--- src/rtl/core/mrs_pkg.sv ---
// Shared constants, types and helpers for masked region statistics.
package mrs_pkg;
	localparam int SAMPLE_BITS_DEF = 16;
	localparam int COUNT_BITS_DEF  = 27;
	localparam int FRAC_BITS_DEF   = 8;
	// divider steps cover 2*(|sum| << FRAC_BITS) + n; root steps half the scaled variance
	localparam int DIV_STEPS_DEF   = SAMPLE_BITS_DEF + COUNT_BITS_DEF + FRAC_BITS_DEF + 2;
	localparam int SQRT_STEPS_DEF  = SAMPLE_BITS_DEF + COUNT_BITS_DEF + FRAC_BITS_DEF;

	localparam logic [1:0] MODE_ALL   = 2'd0;
	localparam logic [1:0] MODE_SET   = 2'd1;
	localparam logic [1:0] MODE_CLEAR = 2'd2;
	localparam logic [1:0] MODE_RSVD  = 2'd3;

	// controller to datapath
	typedef struct packed {
		logic accum;     // take in the accepted voxel
		logic fin_start; // latch sums, set up mean division and variance product
		logic div_step;  // one restoring-division step
		logic mul_step;  // one shift-add step of n*sumsq - sum^2
		logic sqrt_load; // take the mean, set up the root
		logic sqrt_step; // one square-root step
		logic sd_load;   // set up sigma division from the root
		logic sd_take;   // take sigma from the quotient
		logic res_load;  // capture the result register, clear sums
	} mrs_cmd_t;

	// datapath to controller
	typedef struct packed {
		logic empty;
		logic neg_var;
	} mrs_sts_t;
endpackage

--- src/rtl/core/mrs_if.sv ---
// Valid/ready stream interfaces for voxels, results and configuration.
interface mrs_in_if #(parameter int SAMPLE_BITS = 16) (input logic clk);
	logic                          valid;
	logic                          ready;
	logic signed [SAMPLE_BITS-1:0] sample;
	logic                          mask_set;
	logic                          last_voxel;
	modport source (output valid, sample, mask_set, last_voxel, input ready);
	modport sink (input valid, sample, mask_set, last_voxel, output ready);
endinterface

interface mrs_out_if #(
	parameter int SAMPLE_BITS = 16,
	parameter int COUNT_BITS  = 27,
	parameter int FRAC_BITS   = 8
) (input logic clk);
	logic                                    valid;
	logic                                    ready;
	logic signed [SAMPLE_BITS-1:0]           minimum;
	logic signed [SAMPLE_BITS-1:0]           maximum;
	logic signed [SAMPLE_BITS+FRAC_BITS-1:0] mean;
	logic        [SAMPLE_BITS+FRAC_BITS-1:0] std_dev;
	logic        [COUNT_BITS-1:0]            selected_count;
	logic        [COUNT_BITS-1:0]            nonzero_count;
	logic                                    empty_res;
	logic                                    overflow;
	modport source (output valid, minimum, maximum, mean, std_dev, selected_count,
		nonzero_count, empty_res, overflow, input ready);
	modport sink (input valid, minimum, maximum, mean, std_dev, selected_count,
		nonzero_count, empty_res, overflow, output ready);
endinterface

interface mrs_cfg_if (input logic clk);
	logic       valid;
	logic       ready;
	logic [1:0] data;
	modport source (output valid, data, input ready);
	modport sink (input valid, data, output ready);
endinterface

--- src/rtl/core/mrs_ctrl.sv ---
// Frame controller: accumulate, then sequence the mean, root and sigma steps.
module mrs_ctrl #(
	parameter int DIV_STEPS  = mrs_pkg::DIV_STEPS_DEF,
	parameter int SQRT_STEPS = mrs_pkg::SQRT_STEPS_DEF
) (
	input  logic             clk,
	input  logic             arst_n,
	input  logic             in_valid,
	input  logic             in_last,
	output logic             in_ready,
	input  logic             res_busy,
	input  mrs_pkg::mrs_sts_t sts,
	output mrs_pkg::mrs_cmd_t cmd
);
	import mrs_pkg::*;

	localparam logic [3:0] ST_ACC   = 4'd0;
	localparam logic [3:0] ST_LOAD  = 4'd1;
	localparam logic [3:0] ST_MDIV  = 4'd2;
	localparam logic [3:0] ST_SQLD  = 4'd3;
	localparam logic [3:0] ST_SQRT  = 4'd4;
	localparam logic [3:0] ST_SDLD  = 4'd5;
	localparam logic [3:0] ST_SDIV  = 4'd6;
	localparam logic [3:0] ST_SDFIN = 4'd7;
	localparam logic [3:0] ST_DONE  = 4'd8;
	localparam int CW = $clog2((DIV_STEPS > SQRT_STEPS ? DIV_STEPS : SQRT_STEPS) + 1);

	logic [3:0]    state_q;
	logic [CW-1:0] cnt_q;
	logic          take;

	assign in_ready = (state_q == ST_ACC);
	assign take     = in_valid && in_ready;

	always_comb begin
		cmd = '0;
		cmd.accum = take;
		case (state_q)
			ST_LOAD:  cmd.fin_start = 1'b1;
			ST_MDIV: begin
				cmd.div_step = 1'b1;
				cmd.mul_step = 1'b1;
			end
			ST_SQLD:  cmd.sqrt_load = 1'b1;
			ST_SQRT:  cmd.sqrt_step = 1'b1;
			ST_SDLD:  cmd.sd_load   = 1'b1;
			ST_SDIV:  cmd.div_step  = 1'b1;
			ST_SDFIN: cmd.sd_take   = 1'b1;
			ST_DONE:  cmd.res_load  = !res_busy;
			default: ;
		endcase
	end

	always_ff @(posedge clk or negedge arst_n) begin
		if (!arst_n) begin
			state_q <= ST_ACC;
			cnt_q   <= '0;
		end else begin
			case (state_q)
				ST_ACC: if (take && in_last) begin
					state_q <= ST_LOAD;
					cnt_q   <= '0;
				end
				ST_LOAD: state_q <= sts.empty ? ST_DONE : ST_MDIV;
				ST_MDIV: begin
					cnt_q <= cnt_q + 1'b1;
					if (cnt_q == CW'(DIV_STEPS - 1)) begin
						cnt_q   <= '0;
						state_q <= ST_SQLD;
					end
				end
				ST_SQLD: state_q <= sts.neg_var ? ST_DONE : ST_SQRT;
				ST_SQRT: begin
					cnt_q <= cnt_q + 1'b1;
					if (cnt_q == CW'(SQRT_STEPS - 1)) begin
						cnt_q   <= '0;
						state_q <= ST_SDLD;
					end
				end
				ST_SDLD: state_q <= ST_SDIV;
				ST_SDIV: begin
					cnt_q <= cnt_q + 1'b1;
					if (cnt_q == CW'(DIV_STEPS - 1)) begin
						cnt_q   <= '0;
						state_q <= ST_SDFIN;
					end
				end
				ST_SDFIN: state_q <= ST_DONE;
				ST_DONE: if (!res_busy) state_q <= ST_ACC;
				default: state_q <= ST_ACC;
			endcase
		end
	end
endmodule

--- src/rtl/core/mrs_dp.sv ---
// Datapath: running statistics, shift-add product, shared divider, bit-serial root.
module mrs_dp #(
	parameter int SAMPLE_BITS = mrs_pkg::SAMPLE_BITS_DEF,
	parameter int COUNT_BITS  = mrs_pkg::COUNT_BITS_DEF,
	parameter int FRAC_BITS   = mrs_pkg::FRAC_BITS_DEF
) (
	input  logic                                    clk,
	input  logic                                    arst_n,
	input  logic [1:0]                              mode,
	input  logic signed [SAMPLE_BITS-1:0]           sample,
	input  logic                                    mask_set,
	input  mrs_pkg::mrs_cmd_t                       cmd,
	output mrs_pkg::mrs_sts_t                       sts,
	output logic signed [SAMPLE_BITS-1:0]           r_min,
	output logic signed [SAMPLE_BITS-1:0]           r_max,
	output logic signed [SAMPLE_BITS+FRAC_BITS-1:0] r_mean,
	output logic        [SAMPLE_BITS+FRAC_BITS-1:0] r_sd,
	output logic        [COUNT_BITS-1:0]            r_cnt,
	output logic        [COUNT_BITS-1:0]            r_nz,
	output logic                                    r_empty,
	output logic                                    r_ovf
);
	import mrs_pkg::*;

	localparam int SB   = SAMPLE_BITS;
	localparam int CB   = COUNT_BITS;
	localparam int MB   = SAMPLE_BITS + FRAC_BITS;
	localparam int SUMW = SB + CB;                 // signed sum
	localparam int SQW  = 2 * SB + CB;             // sum of squares
	localparam int PW   = CB + SQW;                // n*sumsq and sum^2
	localparam int AW   = PW + 1;                  // signed difference
	localparam int RW   = (PW + 2 * FRAC_BITS + 1) / 2; // root width
	localparam int XW   = 2 * RW;                  // scaled variance
	localparam int DW   = SUMW + FRAC_BITS + 2;    // divider dividend width
	localparam logic [CB-1:0] CMAX = {CB{1'b1}};

	logic signed [SB-1:0]   min_q, max_q;
	logic signed [SUMW-1:0] sum_q;
	logic [SQW-1:0]         sq_q;
	logic [CB-1:0]          cnt_q, nz_q;
	logic                   seen_q, sat_q;

	logic          sel;
	logic [SB-1:0] mag;
	logic [2*SB-1:0] mag_sq;
	always_comb begin
		case (mode)
			MODE_SET:   sel = mask_set;
			MODE_CLEAR: sel = !mask_set;
			default:    sel = 1'b1;
		endcase
		mag = sample[SB-1] ? SB'(-sample) : SB'(sample);
	end
	assign mag_sq = (2*SB)'(mag) * (2*SB)'(mag);

	always_ff @(posedge clk or negedge arst_n) begin
		if (!arst_n) begin
			cnt_q <= '0; nz_q <= '0; seen_q <= 1'b0; sat_q <= 1'b0;
			sum_q <= '0; sq_q <= '0; min_q <= '0; max_q <= '0;
		end else if (cmd.res_load) begin
			cnt_q <= '0; nz_q <= '0; seen_q <= 1'b0; sat_q <= 1'b0;
			sum_q <= '0; sq_q <= '0; min_q <= '0; max_q <= '0;
		end else if (cmd.accum && sel) begin
			if (cnt_q == CMAX) sat_q <= 1'b1;
			else begin
				if (!seen_q || sample < min_q) min_q <= sample;
				if (!seen_q || sample > max_q) max_q <= sample;
				seen_q <= 1'b1;
				sum_q  <= sum_q + SUMW'(sample);
				sq_q   <= sq_q + SQW'(mag_sq);
				cnt_q  <= cnt_q + 1'b1;
				if (sample != '0) nz_q <= nz_q + 1'b1;
			end
		end
	end

	// final-phase registers
	logic [CB-1:0]   n_q;
	logic            neg_q;
	logic [SUMW-1:0] smag_n;
	logic [DW-1:0]   mdiv_n;      // 2*(|sum| << FRAC_BITS) + n, rounds the mean
	logic [PW-1:0]   ma_q, mb_q;  // shifted sumsq and |sum|
	logic [CB-1:0]   nb_q;        // multiplier bits of n
	logic [SUMW-1:0] sb_q;        // multiplier bits of |sum|
	logic [AW-1:0]   acc_q;       // n*sumsq - sum^2, two's complement
	logic [AW-1:0]   add_a, add_b;
	logic [DW-1:0]   dq_q;        // dividend shifting into quotient
	logic [CB:0]     drem_q;      // partial remainder
	logic [CB:0]     dden_q;      // divisor
	logic [CB+1:0]   dtrial;
	logic            dfit;
	logic [DW-1:0]   qneg;
	logic [XW-1:0]   sx_q;        // radicand, two bits a step
	logic [RW-1:0]   root_q;
	logic [RW-1:0]   srem_q;
	logic [RW+1:0]   strial, ssub;
	logic            sfit;
	logic [MB-1:0]   mean_q, sd_q;

	assign smag_n = sum_q[SUMW-1] ? SUMW'(-sum_q) : SUMW'(sum_q);
	assign mdiv_n = (DW'(smag_n) << (FRAC_BITS + 1)) + DW'(cnt_q);

	assign add_a = nb_q[0] ? AW'(ma_q) : '0;
	assign add_b = sb_q[0] ? AW'(mb_q) : '0;

	// divider step: rem = rem*2 + msb; subtract divisor if possible
	assign dtrial = {drem_q, dq_q[DW-1]};
	assign dfit   = dtrial >= (CB+2)'(dden_q);
	assign qneg   = ~dq_q + DW'(1);

	// square root: restoring bit-pair step
	assign strial = {srem_q, sx_q[XW-1 -: 2]};
	assign ssub   = {root_q, 2'b01};
	assign sfit   = strial >= ssub;

	always_ff @(posedge clk) begin
		if (cmd.fin_start) begin
			n_q    <= cnt_q;
			neg_q  <= sum_q[SUMW-1];
			dq_q   <= mdiv_n;
			drem_q <= '0;
			dden_q <= {cnt_q, 1'b0};
			ma_q   <= PW'(sq_q);
			nb_q   <= cnt_q;
			mb_q   <= PW'(smag_n);
			sb_q   <= smag_n;
			acc_q  <= '0;
			mean_q <= '0;
			sd_q   <= '0;
		end else begin
			if (cmd.div_step) begin
				dq_q   <= {dq_q[DW-2:0], dfit};
				drem_q <= (CB+1)'(dfit ? dtrial - (CB+2)'(dden_q) : dtrial);
			end
			if (cmd.sd_load) begin
				dq_q   <= DW'(root_q);
				drem_q <= '0;
				dden_q <= (CB+1)'(n_q);
			end
			if (cmd.mul_step) begin
				acc_q <= acc_q + add_a - add_b;
				ma_q  <= ma_q << 1;
				nb_q  <= nb_q >> 1;
				mb_q  <= mb_q << 1;
				sb_q  <= sb_q >> 1;
			end
			if (cmd.sqrt_load) begin
				mean_q <= MB'(neg_q ? qneg : dq_q);
				sx_q   <= XW'(acc_q[PW-1:0]) << (2 * FRAC_BITS);
				root_q <= '0;
				srem_q <= '0;
			end
			if (cmd.sqrt_step) begin
				sx_q   <= sx_q << 2;
				srem_q <= RW'(sfit ? strial - ssub : strial);
				root_q <= {root_q[RW-2:0], sfit};
			end
			if (cmd.sd_take)
				sd_q <= (dq_q > DW'({MB{1'b1}})) ? {MB{1'b1}} : MB'(dq_q);
		end
	end

	assign sts.empty   = (cnt_q == '0);
	assign sts.neg_var = acc_q[AW-1];
	assign r_min = min_q; assign r_max = max_q; assign r_mean = mean_q;
	assign r_sd = sd_q; assign r_cnt = cnt_q; assign r_nz = nz_q;
	assign r_empty = (cnt_q == '0); assign r_ovf = sat_q;
endmodule

--- src/rtl/core/masked_region_statistics.sv ---
// Top level of masked region statistics: register, controller, datapath, result.
// Sequence from the last voxel to result valid with default widths: a 53-step mean
//   division with the variance product alongside, a 51-step root, a 53-step sigma
//   division and single setup states between; an empty selection skips to the result.
// Throughput: one voxel per cycle inside a frame; input closed from the last voxel until
//   the result is loaded, and longer while a previous result is stalled.
// Reset: arst_n clears mode, sums, counts and the result valid asynchronously.
module masked_region_statistics #(
	parameter int SAMPLE_BITS = mrs_pkg::SAMPLE_BITS_DEF,
	parameter int COUNT_BITS  = mrs_pkg::COUNT_BITS_DEF,
	parameter int FRAC_BITS   = mrs_pkg::FRAC_BITS_DEF
) (
	input logic  clk,
	input logic  arst_n,
	mrs_in_if.sink   in_ch,
	mrs_out_if.source out_ch,
	mrs_cfg_if.sink  cfg
);
	import mrs_pkg::*;

	// step counts follow the datapath widths
	localparam int DIV_STEPS  = SAMPLE_BITS + COUNT_BITS + FRAC_BITS + 2;
	localparam int SQRT_STEPS = SAMPLE_BITS + COUNT_BITS + FRAC_BITS;

	logic [1:0] mode_q;
	mrs_cmd_t   cmd;
	mrs_sts_t   sts;
	logic       res_v_q;

	assign cfg.ready = 1'b1;
	always_ff @(posedge clk or negedge arst_n) begin
		if (!arst_n) mode_q <= MODE_ALL;
		else if (cfg.valid) mode_q <= cfg.data;
	end

	logic signed [SAMPLE_BITS-1:0] r_min, r_max;
	logic signed [SAMPLE_BITS+FRAC_BITS-1:0] r_mean;
	logic [SAMPLE_BITS+FRAC_BITS-1:0] r_sd;
	logic [COUNT_BITS-1:0] r_cnt, r_nz;
	logic r_empty, r_ovf;

	mrs_ctrl #(.DIV_STEPS(DIV_STEPS), .SQRT_STEPS(SQRT_STEPS)) u_ctrl (
		.clk(clk), .arst_n(arst_n), .in_valid(in_ch.valid), .in_last(in_ch.last_voxel),
		.in_ready(in_ch.ready), .res_busy(res_v_q && !out_ch.ready), .sts(sts), .cmd(cmd)
	);

	mrs_dp #(.SAMPLE_BITS(SAMPLE_BITS), .COUNT_BITS(COUNT_BITS), .FRAC_BITS(FRAC_BITS)) u_dp (
		.clk(clk), .arst_n(arst_n), .mode(mode_q), .sample(in_ch.sample),
		.mask_set(in_ch.mask_set), .cmd(cmd), .sts(sts), .r_min(r_min), .r_max(r_max),
		.r_mean(r_mean), .r_sd(r_sd), .r_cnt(r_cnt), .r_nz(r_nz), .r_empty(r_empty),
		.r_ovf(r_ovf)
	);

	// result register
	always_ff @(posedge clk or negedge arst_n) begin
		if (!arst_n) res_v_q <= 1'b0;
		else if (cmd.res_load) res_v_q <= 1'b1;
		else if (out_ch.ready) res_v_q <= 1'b0;
	end
	always_ff @(posedge clk) begin
		if (cmd.res_load) begin
			out_ch.minimum <= r_empty ? '0 : r_min;
			out_ch.maximum <= r_empty ? '0 : r_max;
			out_ch.mean <= r_mean;
			out_ch.std_dev <= r_sd;
			out_ch.selected_count <= r_cnt;
			out_ch.nonzero_count <= r_nz;
			out_ch.empty_res <= r_empty;
			out_ch.overflow <= r_ovf;
		end
	end
	assign out_ch.valid = res_v_q;

	// no new result while one is stalled
	assert property (@(posedge clk) disable iff (!arst_n) res_v_q && !out_ch.ready |-> !cmd.res_load)
		else $error("result overwritten");
	// input closed during the frame tail
	assert property (@(posedge clk) disable iff (!arst_n) cmd.div_step |-> !in_ch.ready)
		else $error("input open during division");
endmodule
--- src/flat_wrapper.sv ---
// flat-port wrapper written by rule: the top's interface ports become plain ports
module masked_region_statistics_flat import mrs_pkg::*;
#(
	parameter int SAMPLE_BITS = mrs_pkg::SAMPLE_BITS_DEF,
	parameter int COUNT_BITS  = mrs_pkg::COUNT_BITS_DEF,
	parameter int FRAC_BITS   = mrs_pkg::FRAC_BITS_DEF
)
  (clk, arst_n, in_ch_valid, in_ch_sample, in_ch_mask_set, in_ch_last_voxel, in_ch_ready, out_ch_valid, out_ch_minimum, out_ch_maximum, out_ch_mean, out_ch_std_dev, out_ch_selected_count, out_ch_nonzero_count, out_ch_empty_res, out_ch_overflow, out_ch_ready, cfg_valid, cfg_data, cfg_ready);
  mrs_in_if #(.SAMPLE_BITS(SAMPLE_BITS)) in_ch_i (.clk(clk));
  mrs_out_if #(.SAMPLE_BITS(SAMPLE_BITS), .COUNT_BITS(COUNT_BITS), .FRAC_BITS(FRAC_BITS)) out_ch_i (.clk(clk));
  mrs_cfg_if cfg_i (.clk(clk));
  input logic clk;
  input logic arst_n;
  input wire logic [$bits(in_ch_i.valid)-1:0] in_ch_valid;
  input wire logic [$bits(in_ch_i.sample)-1:0] in_ch_sample;
  input wire logic [$bits(in_ch_i.mask_set)-1:0] in_ch_mask_set;
  input wire logic [$bits(in_ch_i.last_voxel)-1:0] in_ch_last_voxel;
  output wire logic [$bits(in_ch_i.ready)-1:0] in_ch_ready;
  output wire logic [$bits(out_ch_i.valid)-1:0] out_ch_valid;
  output wire logic [$bits(out_ch_i.minimum)-1:0] out_ch_minimum;
  output wire logic [$bits(out_ch_i.maximum)-1:0] out_ch_maximum;
  output wire logic [$bits(out_ch_i.mean)-1:0] out_ch_mean;
  output wire logic [$bits(out_ch_i.std_dev)-1:0] out_ch_std_dev;
  output wire logic [$bits(out_ch_i.selected_count)-1:0] out_ch_selected_count;
  output wire logic [$bits(out_ch_i.nonzero_count)-1:0] out_ch_nonzero_count;
  output wire logic [$bits(out_ch_i.empty_res)-1:0] out_ch_empty_res;
  output wire logic [$bits(out_ch_i.overflow)-1:0] out_ch_overflow;
  input wire logic [$bits(out_ch_i.ready)-1:0] out_ch_ready;
  input wire logic [$bits(cfg_i.valid)-1:0] cfg_valid;
  input wire logic [$bits(cfg_i.data)-1:0] cfg_data;
  output wire logic [$bits(cfg_i.ready)-1:0] cfg_ready;
  assign in_ch_i.valid = in_ch_valid;
  assign in_ch_i.sample = in_ch_sample;
  assign in_ch_i.mask_set = in_ch_mask_set;
  assign in_ch_i.last_voxel = in_ch_last_voxel;
  assign in_ch_ready = in_ch_i.ready;
  assign out_ch_valid = out_ch_i.valid;
  assign out_ch_minimum = out_ch_i.minimum;
  assign out_ch_maximum = out_ch_i.maximum;
  assign out_ch_mean = out_ch_i.mean;
  assign out_ch_std_dev = out_ch_i.std_dev;
  assign out_ch_selected_count = out_ch_i.selected_count;
  assign out_ch_nonzero_count = out_ch_i.nonzero_count;
  assign out_ch_empty_res = out_ch_i.empty_res;
  assign out_ch_overflow = out_ch_i.overflow;
  assign out_ch_i.ready = out_ch_ready;
  assign cfg_i.valid = cfg_valid;
  assign cfg_i.data = cfg_data;
  assign cfg_ready = cfg_i.ready;
  masked_region_statistics #(.SAMPLE_BITS(SAMPLE_BITS), .COUNT_BITS(COUNT_BITS), .FRAC_BITS(FRAC_BITS)) u_core (.clk(clk), .arst_n(arst_n), .in_ch(in_ch_i), .out_ch(out_ch_i), .cfg(cfg_i));
endmodule
--- config.mk ---
export PLATFORM = sky130hd
export DESIGN_NAME = masked_region_statistics_flat
export DESIGN_NICKNAME = d
export VERILOG_FILES = /design/src/rtl/core/mrs_pkg.sv /design/src/rtl/core/mrs_if.sv /design/src/rtl/core/mrs_ctrl.sv /design/src/rtl/core/mrs_dp.sv /design/src/rtl/core/masked_region_statistics.sv /design/src/flat_wrapper.sv
export SDC_FILE = /design/constraint.sdc
export NUM_CORES = 2
export LEC_CHECK = 0
export BUFFER_PORTS_ARGS = -buffer_cell sky130_fd_sc_hd__buf_2
export CAP_MARGIN = 40
export CORE_UTILIZATION = 60
export CTS_CLUSTER_SIZE = 25
export DETAILED_ROUTE_END_ITERATION = 16
export PLACE_DENSITY_LB_ADDON = 0.25
export SLEW_MARGIN = 20
export SYNTH_ARGS = -nofsm -noshare
export SYNTH_HDL_FRONTEND = slang
export SYNTH_SLANG_ARGS = --single-unit
--- constraint.sdc ---
create_clock -name clk -period 21.6 [get_ports clk]
set_input_delay 1.08 -clock clk [delete_from_list [all_inputs] [get_ports clk]]
set_output_delay 1.08 -clock clk [all_outputs]
set_load 0.05 [all_outputs]
; ---- Yosys cells after proc, flatten, opt, wreduce, memory -nomap -nowiden
; Index checks and enable logic that the tools add are counted.
[op_classes]
add_sub_neg = 13
n_mul = 1
order_cmp = 5
eq_ne = 19
n_mux = 76
n_bitwise = 2
n_reduce_logical = 34
[ops]
columns = op, count
row1 = two-way mux 43 bit, 8
row2 = two-way mux 59 bit, 5
row3 = two-way mux 27 bit, 9
row4 = two-way mux 102 bit, 2
row5 = two-way mux 51 bit, 4
row6 = two-way mux 86 bit, 2
row7 = two-way mux 53 bit, 3
row8 = two-way mux 16 bit, 9
row9 = adder 87 x 86 -> 87 bit, 1
row10 = subtractor 87 x 86 -> 87 bit, 1
row11 = two-way mux 28 bit, 3
row12 = adder 59 x 32 -> 59 bit, 1
row13 = adder 27 x 1 -> 27 bit (second input constant), 2
row14 = adder 52 x 27 -> 53 bit, 1
row15 = greater-or-equal comparator 53 bit, 1
row16 = greater-than comparator 53 x 24 -> 1 bit (second input constant), 1
row17 = subtractor 51 bit, 1
row18 = two-way mux 24 bit, 2
row19 = adder 43 x 16 -> 43 bit, 1
row20 = negation 43 bit, 1
row21 = case mux 4 bit (9 select lines), 1
row22 = multiplier 16 x 16 -> 32 bit, 1
row23 = greater-or-equal comparator 29 x 28 -> 1 bit, 1
row24 = two-way mux 4 bit, 7
row25 = other kinds (34), 82
[word_totals]
register_bits = 1041
in_bits = 25
out_inout_bits = 139

; ---- Longest topological paths before layout
[logic_depth]
ltp_word = 7
mapped_depth = 36

; ---- Modules after synthesis
; A second synthesis with hierarchy kept.
[unflattened]
cells_unflattened = 7252
hier_area_um2 = 69030.0
[by_module_without_submodules]
columns = module, n_inst, cells_per_inst, area_per_inst_um2, seq_area_each_um2
row1 = mrs_dp, 1, 6986, 63882.5, 23492.5
row2 = masked_region_statistics, 1, 180, 4435.5, 4159.0
row3 = mrs_ctrl, 1, 86, 711.9, 250.2

; ---- Least setup slack after synthesis
; No wires, ideal clock.
[synth_timing]
path_kind = input to register
from = input port in_ch_sample[0]
to = register u_core.u_dp.sq_q[43]
t_arrival_ps = 9748
path_slack_ps = 11519
cell_stages = 32
path_buffers = 4
cell_sequence = clkbuf_1 > inv_1 > clkbuf_1 > ha_1 > or3b_2 > or4_1 > o21ai_0 > xor2_1 > inv_1 > clkbuf_1 > nand2_1 > fa_1 > inv_1 > fa_1 > fa_1 > fa_1 > fa_1 > inv_1 > fa_1 > inv_1 > ha_1 > a21o_1 > a21o_1 > nor4b_1 > o211ai_1 > a21oi_1 > a2bb2oi_1 > a2111oi_0 > clkbuf_1 > nor3b_1 > xnor2_1 > nor2_1
[synth_via]
elab_chain_len = 7
[synth_lines]
columns = item, line_no
row1 = "start, declared", flat_wrapper.sv:15  ; input wire logic [$bits(in_ch_i.sample)-1:0] in_ch_sample;
row2 = negation 16 bit, mrs_dp.sv:52  ; mag = sample[SB-1] ? SB'(-sample) : SB'(sample);
row3 = two-way mux 16 bit (*), mrs_dp.sv:52
row4 = multiplier 16 x 16 -> 32 bit (*), mrs_dp.sv:54  ; assign mag_sq = (2*SB)'(mag) * (2*SB)'(mag);
row5 = adder 59 x 32 -> 59 bit (*), mrs_dp.sv:70  ; sq_q <= sq_q + SQW'(mag_sq);
row6 = two-way mux 59 bit (*), mrs_dp.sv:64  ; if (cnt_q == CMAX) sat_q <= 1'b1;
row7 = two-way mux 59 bit (*), mrs_dp.sv:63  ; end else if (cmd.accum && sel) begin
row8 = two-way mux 59 bit (*), mrs_dp.sv:60  ; end else if (cmd.res_load) begin
row9 = "end signal, assigned", mrs_dp.sv:70
row10 = "end, declared", mrs_dp.sv:39  ; logic [SQW-1:0] sq_q;
; Every way passes the cells marked *; elsewhere a longest branch is shown, timed or not. The select of a mux whose other input is x is not followed.
; A chain may end at the register's enable or synchronous reset.

; ---- Worst setup path after layout
[layout_timing]
from = input port in_ch_sample[0]
to = register u_core.u_dp.sq_q[41]
; The elaborated chain is that of the path after synthesis.

==> impl_metrics.py <==
metrics = {
    "global_routing": {
        "grt_max_degree": 116,
        "vias_in_the_first_global_route": 52015,
        "grt_pass1_wl_um": 285000,
        "initial_antenna_violation_count": 1,
        "gr-total-overflow": 0,
        "grt_usage": 0.308,
    },
    "floorplanning": {
        "placement_rows": 123,
        "die-area_mm2": 0.115,
        "placeable_core_region_mm2": 0.113,
        "initial_core_util": 0.607,
        "die_y_um": 340,
        "boundaryPins": 164,
        "dieWidth_um": 340,
    },
    "critical_path": {
        "r2r_cells": 18,
        "critical_path.most_common_cell": "inv_1",
        "critical_path_peak_fanout": 14,
        "max_stage_delay_ns": 0.55,
        "worst_ep_arrival_time_ns": 10.45,
        "timing.critical_path.from_type": "input port",
        "reg2reg_to": "u_core.u_dp.acc_q[82]",
        "critical_path_class": "in2reg",
        "timing.critical_path.max_delay_family": "adder cells",
        "worst_r2r_src": "u_core.u_dp.nb_q[0]",
        "cp.required_ns": 22.17,
        "cp.buffers_inverters": 9,
        "setup.worst_path.end_class": "flip-flop",
        "reg_to_reg_slack_setup_ns": 15.35,
        "critical_path_cell_count": 32,
        "crit_slowest_cell": "fa_1",
    },
    "synthesis": {
        "postSynth.asyncResetShare": 0.195,
        "synth_area_leader_cell": "edfxtp_1",
        "yosysUniqueCellTypes": 93,
        "synth_top_cell_area_share": 0.265,
        "yosysSeqAreaShare": 0.408,
        "synth_area_per_cell_um2": 9.16,
        "ys_top_cells_by_area": "edfxtp_1 27%, fa_1 8.3%, dfrtp_1 7.4%",
        "synth.cell_area_mm2": 0.0683,
        "post_synth_inst_count": 7465,
        "synth-seq-cells": 1041,
        "yosysWarnings": 0,
        "edff_count_synth": 604,
        "ys.flop_type": "edfxtp_1",
    },
    "timing": {
        "fmaxAchievable_mhz": 101,
        "final_critical_delay_including_setup_and_external_delays_ns": 9.89,
        "rsz_0062_raised_after_global_routing": "false",
        "max_slew_margin": 0.367,
        "drv_slew": 0,
        "clock-skew-final_ns": 0.0566,
        "worst_pin_slew_ns": 0.937,
        "setup_viol": 0,
        "finalHoldViolations": 0,
        "post-route-period-util": 0.458,
        "tns_ns": 0,
    },
    "detailed_routing": {
        "remaining_drc_errors": 0,
        "drt_pass1_iterations": 6,
        "route.detailed.wl_per_inst_um": 19.7,
        "wl_um": 179000,
        "drt-initial-drc-count": 4921,
        "num_vias": 53922,
        "final_antenna_net_count": 0,
        "avgViaCountPerCell": 5.95,
    },
    "min_path": {
        "timing.hold.worst.class": "in2async",
    },
    "cts": {
        "cts.hold.buffers_added": 0,
        "clockBufferDepth": 3,
        "worstSkewPairLatency_ns": 0.75,
        "post-cts-setup-buffers": 0,
        "postcts_resize_cnt": 0,
        "cts-root-buf": "clkbuf_16",
        "tritoncts": "done",
        "tritoncts.num_buffers": 110,
        "htreeDepth": 3,
        "clkTransAtPathRegs_ns": 0.06,
        "clock_tree_sinks": 1041,
    },
    "cells_and_area": {
        "flow.area_growth_from_synthesis_pct": 9.04,
        "nNetsFinal": 8151,
        "final_core_utilization": 0.662,
        "antenna-diode-count": 0,
        "layout-drive-gt1-share": 0.0731,
    },
    "placement": {
        "place_congestion": 0.981,
        "place.port_buffers": 162,
        "hpwlAfterDp_um": 130000,
    },
    "job": {
        "max_cap_violations": 0,
    },
    "run_status": {
        "run_status": "complete, no violations",
    },
}
-- routing by layer --
metal,routed length [um],global-route usage,vias up
met5,0,0,-
met4,5540,0.0974,0
met3,13300,0.0410,321
met2,81300,0.487,1971
met1,78800,0.440,26072
li1,-,-,25558
-- cell type report --
cell class                 instances  area, um^2
timing repair buffer             252        1800
tap                             1500        1880
clock buffer                     145        3020
fill                            9160       38100
sequential                      1041       27900
multi-input combinational       5233       36100
inverter                         827        3130
clock inverter                    64         736
-- cells in the mapped netlist (11+ instances only) --
cell type,count
nand2_1,1213
inv_1,818
edfxtp_1,604
a21oi_1,560
nor2_1,443
o21ai_0,402
ha_1,377
clkbuf_1,351
fa_1,284
dfxtp_1,234
xnor2_1,207
dfrtp_1,203
xor2_1,172
a21o_1,150
nand3_1,132
o21a_1,111
and2_1,107
nand4_1,95
nor3_1,78
a211oi_1,65
o21bai_1,57
a22oi_1,53
o31ai_1,52
or3_1,52
and3_1,47
nand2b_1,44
nor4_1,39
or2_2,39
mux2i_1,32
nor2b_1,32
o22ai_1,26
a31oi_1,25
o221a_2,25
o211ai_1,22
a22o_1,21
or4_1,21
buf_1,19
mux2_2,19
o41ai_1,18
a21boi_0,14
and4_1,14
nor3b_1,13
a211o_1,12
o21ai_1,11
-- worst max-delay path by stage --
stage | from | to
final | in_ch_sample[0] | u_core.u_dp.sq_q[41]
after global routing | in_ch_sample[0] | u_core.u_dp.sq_q[35]
after CTS | in_ch_sample[0] | u_core.u_dp.sq_q[41]
after detailed placement | in_ch_sample[0] | u_core.u_dp.sq_q[35]
after global placement | in_ch_sample[0] | u_core.u_dp.sq_q[58]
after floorplan | in_ch_sample[0] | u_core.u_dp.sq_q[43]
-- through the flow --
| step | instances | cell area (um^2) | hold WS (ns) | setup WS [ns] |
|---|---|---|---|---|
| final | 9062 | 74500 | 0.315 | 11.71 |
| after global routing | 9062 | 74500 | 0.351 | 11.12 |
| after CTS | 9052 | 74300 | 0.319 | 11.80 |
| after detailed placement | 8843 | 70600 | 0.415 | 11.05 |
| after global placement | 8823 | 70200 | 0.415 | 11.12 |
| after floorplan | 7475 | 68400 | 0.408 | 11.52 |
-- cells in the final DEF, fill, tap and decap left out, drive strengths merged, types with 26 or more instances in the layout --
cell	count
nand2	1213
nand2b	44
inv	826
o21ai	413
clkinv	47
o31ai	52
and2	107
clkbuf	145
fa	284
nor2b	32
nand3	133
a22oi	53
o22ai	26
nand4	95
nor4	46
buf	251
or3	53
nor2	443
a211oi	65
ha	377
nor3	78
and3	47
xnor2	207
a21o	150
edfxtp	604
xor2	172
mux2i	32
a21oi	560
dfrtp	203
dfxtp	234
o21a	111
or2	40
o21bai	57
-- sequential cells by signal, summed over array words and instances (netlist names), 24 cells and up --
register and count:
u_core.u_dp.mb_q 86, u_core.u_dp.dq_q 53, u_core.u_dp.sum_q 43, u_core.out_ch.selected_count 27
u_core.u_dp.acc_q 87, u_core.u_dp.sb_q 43, u_core.u_dp.r_sd 24, u_core.out_ch.nonzero_count 27
u_core.u_dp.ma_q 86, u_core.u_dp.drem_q 28, u_core.u_dp.srem_q 51, u_core.u_dp.r_mean 24
u_core.u_dp.n_q 27, u_core.out_ch.std_dev 24, u_core.u_dp.r_nz 27, u_core.u_dp.root_q 51
u_core.out_ch.mean 24, u_core.u_dp.nb_q 27, u_core.u_dp.sx_q 86, u_core.u_dp.sq_q 59
u_core.u_dp.r_cnt 27, u_core.u_dp.dden_q 28
-- cells by family after synthesis --
kind of cell,share of synthesized area
and+or+nand+nor,0.159
AOI/OAI and AO/OA,0.158
buffers and inverters,0.0661
DFF,0.408
adders and majority gates,0.152
xor gates and xnor gates,0.0486
muxes,0.00804
other,0.000110
Power is left out: the tool's default activity adds up to more than one toggle a clock period on the data nets, which glitch-free logic cannot reach.
